[config.mk]
export PLATFORM = sky130hd
export DESIGN_NAME = tfs_fifo
export DESIGN_NICKNAME = d
export VERILOG_FILES = /design/src/rtl/core/tfs_fifo.sv
export SDC_FILE = /design/constraint.sdc
export NUM_CORES = 1
export LEC_CHECK = 0
export ABC_AREA = 0
export BUFFER_PORTS_ARGS = -buffer_cell sky130_fd_sc_hd__buf_2
export CORE_MARGIN = 2
export CORE_UTILIZATION = 50
export CTS_CLUSTER_DIAMETER = 30
export DETAILED_ROUTE_END_ITERATION = 16
export PLACE_DENSITY = 0.73
export SLEW_MARGIN = 30
export SYNTH_ARGS = -nofsm -noshare
export SYNTH_HDL_FRONTEND = slang
export SYNTH_SLANG_ARGS = --single-unit
[constraint.sdc]
create_clock -name i_clk -period 5.4 [get_ports i_clk]
set_input_delay 0.81 -clock i_clk [delete_from_list [all_inputs] [get_ports i_clk]]
set_output_delay 0.81 -clock i_clk [all_outputs]
set_load 0.02 [all_outputs]
[src/rtl/core/tfs_fifo.sv]
module tfs_fifo #(
    parameter int unsigned WIDTH = 8,
    parameter int unsigned DEPTH = 4
) (
    input  logic             i_clk,
    input  logic             i_rst_n,
    input  logic             i_push,
    input  logic [WIDTH-1:0] i_data,
    output logic             o_full,
    input  logic             i_pop,
    output logic [WIDTH-1:0] o_data,
    output logic             o_empty
);

    localparam int unsigned PW = $clog2(DEPTH);
    localparam int unsigned CW = $clog2(DEPTH + 1);

    logic [WIDTH-1:0] r_buf [DEPTH];
    logic [PW-1:0]    r_wr;
    logic [PW-1:0]    r_rd;
    logic [CW-1:0]    r_cnt;
    logic             w_do_push;
    logic             w_do_pop;

    assign o_full    = (r_cnt == CW'(DEPTH));
    assign o_empty   = (r_cnt == '0);
    assign w_do_push = i_push && !o_full;
    assign w_do_pop  = i_pop && !o_empty;
    assign o_data    = r_buf[r_rd];

    always_ff @(posedge i_clk) begin
        if (!i_rst_n) begin
            r_wr  <= '0;
            r_rd  <= '0;
            r_cnt <= '0;
        end else begin
            if (w_do_push) begin
                r_wr <= (r_wr == PW'(DEPTH - 1)) ? '0 : r_wr + 1'b1;
            end
            if (w_do_pop) begin
                r_rd <= (r_rd == PW'(DEPTH - 1)) ? '0 : r_rd + 1'b1;
            end
            if (w_do_push && !w_do_pop) begin
                r_cnt <= r_cnt + 1'b1;
            end else if (w_do_pop && !w_do_push) begin
                r_cnt <= r_cnt - 1'b1;
            end
        end
    end

    always_ff @(posedge i_clk) begin
        if (w_do_push) begin
            r_buf[r_wr] <= i_data;
        end
    end

endmodule

-- Word level (Yosys, flattened, before mapping)
Memories as Yosys holds them, arrays and structs flattened. A register that Yosys moved wholly into a read port is not among the register bits.
Index checks and enable logic that the tools add are counted.
- input port bits: 12
- output and inout bits: 10
- RAM bits: 32
- register bits: 7
- word-level logic and storage cells: 29
- memories: 1
- memory list (memory ; depth ; bits a word ; rd ports ; clocked after Yosys merged registers in ; write ports ; line ; text):
    r_buf ; 4 ; 8 ; 1 ; 1 ; 1 ; 18 ; logic [WIDTH-1:0] r_buf [DEPTH];
- mux-type cells: 8
- equality and inequality tests: 3
- add/subtract/negate cells: 4
- reductions and logical operators: 10
- operators with widths (operator ; count):
    $mux 2 ; 4
    $mux 3 ; 2
    $add 2x1->2 const B ; 2
    $eq 2x2->1 const B ; 2
    $logic_and 1x1->1 ; 4
    $logic_not 1->1 ; 4
    $add 3x1->3 const B ; 1
    $eq 3x3->1 const B ; 1
    $logic_not 3->1 ; 1
    $sub 3x1->3 const B ; 1
    $mux 1 ; 2
    $reduce_bool 2->1 ; 1

-- Longest topological paths before layout
Gate-level depths: netlist of the first run.
- depth after elaboration: 7
- depth in mapped cells: 9
- gate-level depth less buffers: 8

-- Worst setup path after synthesis of the first run
OpenSTA, ideal clock, no wires.
- path type: input to register
- start: input i_push
- end: register r_cnt[2]
- stages on the path: 8
- setup time: 76 ps
- arrival: 2234 ps
- slack: 3090 ps
- data required time: 5324 ps
- buffers on the path: 1
- cell sequence: nor2b_1 buf_2 ha_1 inv_1 fa_1 xor2_1 or3_1 a21boi_0
- cells in the longest elaborated chain, start to end: 4
- elaborated cells on any way between the ends: 6
- classes of those cells: mux: 1; reduce/logical: 5
- ends and longest elaborated chain (what ; line ; text):
    from (decl) ; 7 ; input logic i_push,
    $logic_and 1x1->1 * ; 27 ; assign w_do_push = i_push && !o_full;
    net w_do_push ; 22 ; logic w_do_push;
    $logic_not 1->1 ; 45 ; end else if (w_do_pop && !w_do_push) begin
    $logic_and 1x1->1 ; 45 ;
    $reduce_bool 2->1 (no line) ; -- ;
    to (signal assigned) ; 44 ; r_cnt <= r_cnt + 1'b1;
    to (signal assigned) ; 46 ; r_cnt <= r_cnt - 1'b1;
    to (decl) ; 21 ; logic [CW-1:0] r_cnt;
The timed path passes the listed nets; every way through them passes the cells marked *.
A chain may end at the register's enable or synchronous reset.

==> flow_summary.yaml, run 1 <==
synthesis:
  synth-async-reset-ratio_pct: 0
  synth_warnings: 0
  postSynthAreaPerCell_um2: 17.5
  synth_top_area_share_pct: 58.9
  synth-simple-area-share_pct: 6.60
  synth_top_area_cell: "edfxtp_1"
  synth_top_family_by_area: "multiplexers"
  yosysSeqAreaShare_pct: 70.0
  synth-adder-area-share_pct: 5.83
  synth_compound_area_share_pct: 1.84
  synthXorXnorAreaFrac_pct: 1.07
  synthesis.instances: 93
  synth_edf_count: 32
  synth_area_leaders: "edfxtp_1 (59%), dfxtp_1 (11%), mux4_2 (11%)"
  synth_ff_type: "edfxtp_1"
  ys_types: 23
  synth_mux_area_share_pct: 12.9
  syn_nets: 112
  netlist_area_um2: 1630
  ys_ff_latch: 41
timing:
  fin_crit_sh_pct: 47.9
  tightest_slew_ps: 585
  drv_slew: 0
  slew_headroom_pct: 60.7
  finalSetupTns_ps: 0
  final.min_clock_period_ps: 2590
  hold_viol_final: 0
  clock.fmax_mhz: 387
  grt_setup_unrepaired: "no"
  finalSetupViolCount: 0
  hold_slack_ps: 515
  skew_ps: 9.45
global_routing:
  grt_max_degree: 13
  overflow: 0
  grt_pass1_vias: 802
  antenna_found_initial: 0
  track_usage_pct: 15.5
  grt_pass1_wl_um: 3770
cts:
  clock_path_buffers: 2
  cts.sinks: 41
  postCtsHoldBufs: 0
  clk_pin_slew_worst_paths_ps: 100
  ctsRootBufferMaster: "clkbuf_4"
  clk_latency_ps: 340
  cts_tree: "done"
  htreeDepth: 2
  cts_setup_buffers: 0
  cts_resized: 0
  cts_buffers: 5
pwr:
  total_power_mw: 0.838
  ir_drop_uv: 324
  power_density_nw_per_um2: 454
  leakage_nw: 0.672
placement:
  place.gp.congestion: 0.622
  dp_cells: 154
  dp_hpwl_um: 1610
  dpl_cell_area_um2: 1770
  port_buffers: 21
die:
  pin_count: 22
  die_h_um: 61.1
  coreArea_um2: 3080
  std_cell_rows: 20
  die_x_um: 61.1
  die_area_um2: 3730
  initial_core_util_pct: 53.0
route:
  totalWireLength_um: 2280
  drt_iter0_drc: 24
  wire_per_inst_um: 14.1
  drt-pass1-iter-count: 4
  post-route-drc-count: 0
  ant_nets: 0
  num_vias: 827
  viasPerCell: 5.10
job:
  cap_violations: 0
layout:
  finish.instance_area_um2: 1850
  layout_commonest_cell: "edfxtp_1"
  drive_above_1_share_pct: 30.5
  antenna_cells: 0
  areaGrowthSynthToFinish_pct: 13.4
  fin_nets: 136
  final_cell_mix: "edfxtp_1 (32), buf_2 (21), dfxtp_1 (9)"
  fin_cells: 162
worst_setup_path:
  rrSetupSlack_ps: 3010
  end_kind: "output pin"
  cp.arrival_ps: 1780
  r2r_cells: 7
  cp.required_ps: 4590
  critPathKind: "register to output pin"
  r2r-start: "r_cnt[0]$_SDFFE_PN0P_"
  crit_path_start_kind: "register"
  crit_path_max_fanout: 8
worst_hold_path:
  holdPathStages: 2
  hold_path.class: "register to register"
  min_from: "r_wr[1]$_SDFFE_PN0P_"
outcome:
  status: "finished clean"
-- path summary, 6_finish.rpt --
path                                end
setup reg to reg  r_cnt[2]$_SDFFE_PN0P_
setup / recovery              o_data[1]
hold / removal     r_wr[1]$_SDFFE_PN0P_
hold reg to reg    r_wr[1]$_SDFFE_PN0P_
-- stage by stage --
| step | utilization (%) | setup WS, ps |
|---|---|---|
| 2_1_floorplan | - | 3090 |
| 3_3_place_gp | 57.6 | 2830 |
| 3_5_place_dp | 57.6 | 2740 |
| 4_1_cts | 60.0 | 2750 |
| 5_1_grt | 60.0 | 2640 |
| 6_report | 60.0 | 2810 |
-- power breakdown --
group	internal, mW	switching [mW]	total [mW]
registers	0.388	0.0411	0.429
logic	0.107	0.118	0.225
clock network	0.0964	0.0876	0.184
-- cells in the mapped netlist, types with 2 or more instances --
library cell / count
and2_1: 5
buf_2: 2
edfxtp_1: 32
nand2_1: 6
dfxtp_1: 9
mux2i_1: 3
nor2b_1: 2
nor2_1: 2
o21ai_0: 3
mux4_2: 8
inv_1: 3
ha_1: 6
nand3_1: 2
-- layout make-up --
cell class	instances	area, um2
sequential	41	1140
multi-input combinational	45	460
clock inverter	2	33.8
fill	246	1230
timing repair buffer	21	105
clock buffer	6	41.3
inverter	3	11.3
tap	44	55.1
-- worst max-delay path, stage by stage, from the launching register on --
cell     delay [ps]
dfxtp_1         670
mux4_2          590
buf_2           180
-- logic make-up (layout without fill, tap and decap cells) --
| group | count (synthesis) | count (layout) |
|---|---|---|
| flops | 41 | 41 |
| xor+xnor | 2 | 2 |
| compound gates | 5 | 5 |
| fa+ha+maj | 7 | 7 |
| mux | 11 | 11 |
| buf+inv | 7 | 32 |
| simple gates | 20 | 20 |
-- routing by layer --
metal	GRT usage [%]	part of all wire, %	vias up
met5	0	0	-
met4	8.39	2.7	0
met3	7.77	6.3	5
met2	23.6	48	19
met1	18.0	43	405
li1	-	-	398
-- flip-flops by register name (all words and copies together), names as in the netlist, named ones only --
| signal | flops |
|---|---|
| r_buf | 32 |
| r_cnt | 3 |
| r_rd | 2 |
| r_wr | 2 |
(Power assumes the default switching activity.)
==> inputs of run 2 (changes only) <==
--- a/config.mk
+++ b/config.mk
@@ -11,7 +11,7 @@
 export CORE_UTILIZATION = 50
 export CTS_CLUSTER_DIAMETER = 30
 export DETAILED_ROUTE_END_ITERATION = 16
-export PLACE_DENSITY = 0.73
+export PLACE_DENSITY = 0.76
 export SLEW_MARGIN = 30
 export SYNTH_ARGS = -nofsm -noshare
 export SYNTH_HDL_FRONTEND = slang
==> constraint.sdc (replaced) <==
create_clock -name i_clk -period 2.1 [get_ports i_clk]
set_input_delay 0.315 -clock i_clk [delete_from_list [all_inputs] [get_ports i_clk]]
set_output_delay 0.315 -clock i_clk [all_outputs]
set_load 0.02 [all_outputs]
==> flow_summary.yaml, run 2 (same netlist as run 1, synthesis figures left out) <==
timing:
  finalSetupViolCount: 0
  fin_crit_sh_pct: 94.0
  finalWorstSetupSlack_ps: 126
  slew_headroom_pct: 69.9
  hold_viol_final: 0
  clock.fmax_mhz: 507
  hold_slack_ps: 177
  skew_ps: 10.2
  final.min_clock_period_ps: 1970
  tightest_slew_ps: 451
  drv_slew: 0
global_routing:
  track_usage_pct: 15.2
  antenna_found_initial: 0
  grt_pass1_vias: 853
  overflow: 0
  grt_pass1_wl_um: 3850
  grt_max_degree: 14
cts:
  htreeDepth: 2
  cts_tree: "done"
  cts_buffers: 5
  cts.sinks: 41
  clk_pin_slew_worst_paths_ps: 120
  clk_latency_ps: 350
  ctsRootBufferMaster: "clkbuf_4"
  clock_path_buffers: 2
  postCtsHoldBufs: 0
placement:
  dp_slack_ps: -12.8
  place.gp.congestion: 0.664
  port_buffers: 21
  dpl_cell_area_um2: 1810
  dp_hpwl_um: 1660
worst_setup_path:
  crit_path_max_fanout: 5
  r2r_cells: 7
  crit_path_start_kind: "register"
  cp.arrival_ps: 2250
  end_kind: "register"
  cp.required_ps: 2370
  critPathKind: "register to register"
die:
  coreArea_um2: 3080
  initial_core_util_pct: 53.0
  die_area_um2: 3730
  die_h_um: 61.1
  std_cell_rows: 20
  die_x_um: 61.1
  pin_count: 22
route:
  ant_nets: 0
  drt_iter0_drc: 14
  post-route-drc-count: 0
  totalWireLength_um: 2420
  wire_per_inst_um: 14.6
  viasPerCell: 5.10
  num_vias: 842
  drt-pass1-iter-count: 4
pwr:
  power_density_nw_per_um2: 1130
  leakage_nw: 0.684
  ir_drop_uv: 525
  total_power_mw: 2.14
layout:
  areaGrowthSynthToFinish_pct: 15.7
  finish.instance_area_um2: 1890
  final_cell_mix: "edfxtp_1 (32), buf_2 (21), mux4_2 (8)"
  largest_register_ffs: 32
  fin_nets: 139
  reg_top3: "r_buf: 32 flops, r_cnt: 3 flops"
  antenna_cells: 0
  layout_commonest_cell: "edfxtp_1"
  top_register: "r_buf"
  drive_above_1_share_pct: 38.0
  fillers: 250
outcome:
  status: "finished clean"
worst_hold_path:
  hold_path.class: "input port to register"
  holdPathStages: 1
job:
  cap_violations: 0
run 2: repair_timing:
action	4_1_cts	5_1_grt
endpoints found under the setup margin	1	1
setup buffers	0	0
gates resized for setup	1	7
run 2: layout make-up:
type / count / area [um2] / area share [%]
clock inverter: 3 / 17.5 / 0.929
timing repair buffer: 24 / 140 / 7.43
tap: 44 / 55.1 / 2.92
inverter: 3 / 11.3 / 0.597
clock buffer: 5 / 37.5 / 1.99
multi-input combinational: 45 / 479 / 25.4
sequential: 41 / 1140 / 60.7
run 2: worst paths after layout:
kind              slack, ps                  start                    end
setup / recovery        130  r_cnt[1]$_SDFFE_PN0P_  r_cnt[2]$_SDFFE_PN0P_
hold / removal          180              i_data[3]  r_buf[3][3]$_DFFE_PP_
setup reg to reg        130  r_cnt[1]$_SDFFE_PN0P_  r_cnt[2]$_SDFFE_PN0P_
hold reg to reg         510   r_wr[1]$_SDFFE_PN0P_   r_wr[1]$_SDFFE_PN0P_
run 2: per-layer routing:
layer	track usage (%)	wire (um)
met1	17.1	1010
met2	26.4	1290
met3	5.67	89
met4	5.59	28
met5	0	0
run 2: worst max-delay path, stage by stage (launching register included):
cell	delay, ps
dfxtp_2	380
o31ai_4	270
ha_2	230
inv_1	50
fa_1	360
xor2_1	160
or3_1	310
a21boi_1	140
run 2: power by group:
part	total [mW]	internal [mW]	switching, mW
clock network	0.376	0.127	0.249
registers	1.10	1.00	0.0942
logic	0.665	0.327	0.338
run 2: stage by stage:
| step | cells | TNS [ps] | utilization (%) |
|---|---|---|---|
| after floorplan | 93 | 0 | - |
| after global placement | 157 | 0 | 58.7 |
| after detailed placement | 157 | -12.8 | 58.7 |
| after CTS | 165 | 0 | 60.7 |
| after global routing | 165 | -18.3 | 61.3 |
| final | 165 | 0 | 61.3 |
==> inputs of run 3 (changes only) <==
--- a/config.mk
+++ b/config.mk
@@ -11,6 +11,7 @@
 export CORE_UTILIZATION = 50
 export CTS_CLUSTER_DIAMETER = 30
 export DETAILED_ROUTE_END_ITERATION = 16
+export GPL_TIMING_DRIVEN = 0
 export PLACE_DENSITY = 0.76
 export SLEW_MARGIN = 30
 export SYNTH_ARGS = -nofsm -noshare
==> constraint.sdc (replaced) <==
create_clock -name i_clk -period 1.8 [get_ports i_clk]
set_input_delay 0.27 -clock i_clk [delete_from_list [all_inputs] [get_ports i_clk]]
set_output_delay 0.27 -clock i_clk [all_outputs]
set_load 0.02 [all_outputs]
==> flow_summary.yaml, run 3 (same netlist as run 1, synthesis figures left out) <==
layout:
  areaGrowthSynthToFinish_pct: 21.8
  drive_above_1_share_pct: 43.7
  reg_top3: "r_buf: 32 flops, r_cnt: 3 flops"
  fin_nets: 144
  antenna_cells: 0
  fin_cells: 170
  regArea_um2: 1150
  layout_commonest_cell: "edfxtp_1"
  finish.instance_area_um2: 1990
  final_util_pct: 64.5
  fillers: 221
  largest_register_ffs: 32
  top_register: "r_buf"
  multi_input_area_um2: 500
  final_cell_mix: "edfxtp_1 (32), buf_2 (14), mux4_2 (8)"
outcome:
  violations: "negative setup slack"
  status: "finished, violations left"
timing:
  finalWorstSetupSlack_ps: -111
  grt_setup_unrepaired: "yes"
  drv_slew: 0
  finalSetupViolCount: 1
  fin_crit_sh_pct: 106
  tightest_slew_ps: 398
  skew_ps: 9.74
  final.min_clock_period_ps: 1910
  finalSetupTns_ps: -111
  clock.fmax_mhz: 523
  hold_viol_final: 0
  slew_headroom_pct: 73.4
route:
  met2WireLength_um: 1410
  ant_nets: 0
  viasPerCell: 5.02
  wire_per_inst_um: 15.4
  drt-pass1-iter-count: 4
  post-route-drc-count: 0
  met3WireLength_um: 80
  drt_iter0_drc: 23
  num_vias: 854
  top_layer_used: "met4"
  totalWireLength_um: 2630
  wl_met1_um: 1070
worst_setup_path:
  crit_path_max_fanout: 3
  rrSetupSlack_ps: -110
  crit_path_start_kind: "register"
  critPathKind: "register to register"
  cp.arrival_ps: 2180
  end_kind: "register"
  r2r_cells: 9
  cp.required_ps: 2070
  r2r-start: "r_cnt[2]$_SDFFE_PN0P_"
  startpoint: "r_cnt[2]$_SDFFE_PN0P_"
  regToRegEndpoint: "r_cnt[2]$_SDFFE_PN0P_"
die:
  die_x_um: 61.1
  die_h_um: 61.1
  pin_count: 22
  die_area_um2: 3730
  std_cell_rows: 20
  coreArea_um2: 3080
  initial_core_util_pct: 53.0
placement:
  port_buffers: 21
  dpl_cell_area_um2: 1830
  place.gp.congestion: 0.710
  dp_hpwl_um: 1790
  dp_cells: 158
worst_hold_path:
  hold_end: "r_buf[2][1]$_DFFE_PP_"
  hold_path.class: "input port to register"
  holdPathStages: 1
  min_from: "i_data[1]"
global_routing:
  antenna_found_initial: 0
  grt_pass1_wl_um: 4150
  track_usage_pct: 16.6
  grt_max_degree: 13
  overflow: 0
  grt_pass1_vias: 945
job:
  cap_violations: 0
cts:
  clk_latency_ps: 350
  cts_buffers: 5
  clock_path_buffers: 2
  postCtsHoldBufs: 0
  clk_pin_slew_worst_paths_ps: 110
  cts_tree: "done"
  cts.sinks: 41
  ctsRootBufferMaster: "clkbuf_4"
  htreeDepth: 2
pwr:
  total_power_mw: 2.67
  ir_drop_uv: 631
  power_density_nw_per_um2: 1340
  leakage_nw: 0.720
run 3: metrics by stage:
stage               setup slack (ps)  hold WS, ps
floorplan                      -65.9          369
global placement               -87.4          481
detailed placement              -151          491
CTS                            -95.2          115
global route                    -237          122
finish                          -111          133
run 3: power by group:
part	switching [mW]	internal [mW]
sequential	0.109	1.18
clock	0.274	0.152
combinational	0.442	0.517
run 3: critical path: stages, from the launching register on:
cell	delay (ps)
dfxtp_4	370
nor3b_4	150
nor2b_1	110
buf_4	140
ha_4	130
inv_2	40
fa_2	320
xor2_1	160
or3_1	310
a21boi_1	120
run 3: worst max path at each step:
stage / cells past startpoint / end / slack, ps
4_1_cts: 9 / r_cnt[2]$_SDFFE_PN0P_ / -100
6_report: 9 / r_cnt[2]$_SDFFE_PN0P_ / -110
3_3_place_gp: 9 / r_cnt[2]$_SDFFE_PN0P_ / -90
2_1_floorplan: 9 / r_cnt[2]$_SDFFE_PN0P_ / -70
5_1_grt: 9 / r_cnt[2]$_SDFFE_PN0P_ / -240
3_5_place_dp: 7 / r_cnt[2]$_SDFFE_PN0P_ / -150
run 3: metal layers:
metal / GRT usage [%] / vias to the layer above
met5: 0 / -
met4: 9.63 / 0
met3: 4.83 / 7
met2: 29.2 / 16
met1: 17.6 / 419
li1: - / 412
run 3: final cells by class:
cell class	count	share of cell area (%)
Clock buffer	7	2.27
Buffer	3	1.58
Inverter	3	0.567
Multi-Input combinational cell	45	25.2
Sequential cell	41	58.0
Timing Repair Buffer	26	9.39
Clock inverter	1	0.252
Tap cell	44	2.77
run 3: timing repair:
| action | 4_1_cts | 5_1_grt |
|---|---|---|
| pin swaps | 1 | 0 |
| setup endpoints to repair | 9 | 10 |
| setup buffers | 4 | 1 |
| resized for setup | 11 | 13 |
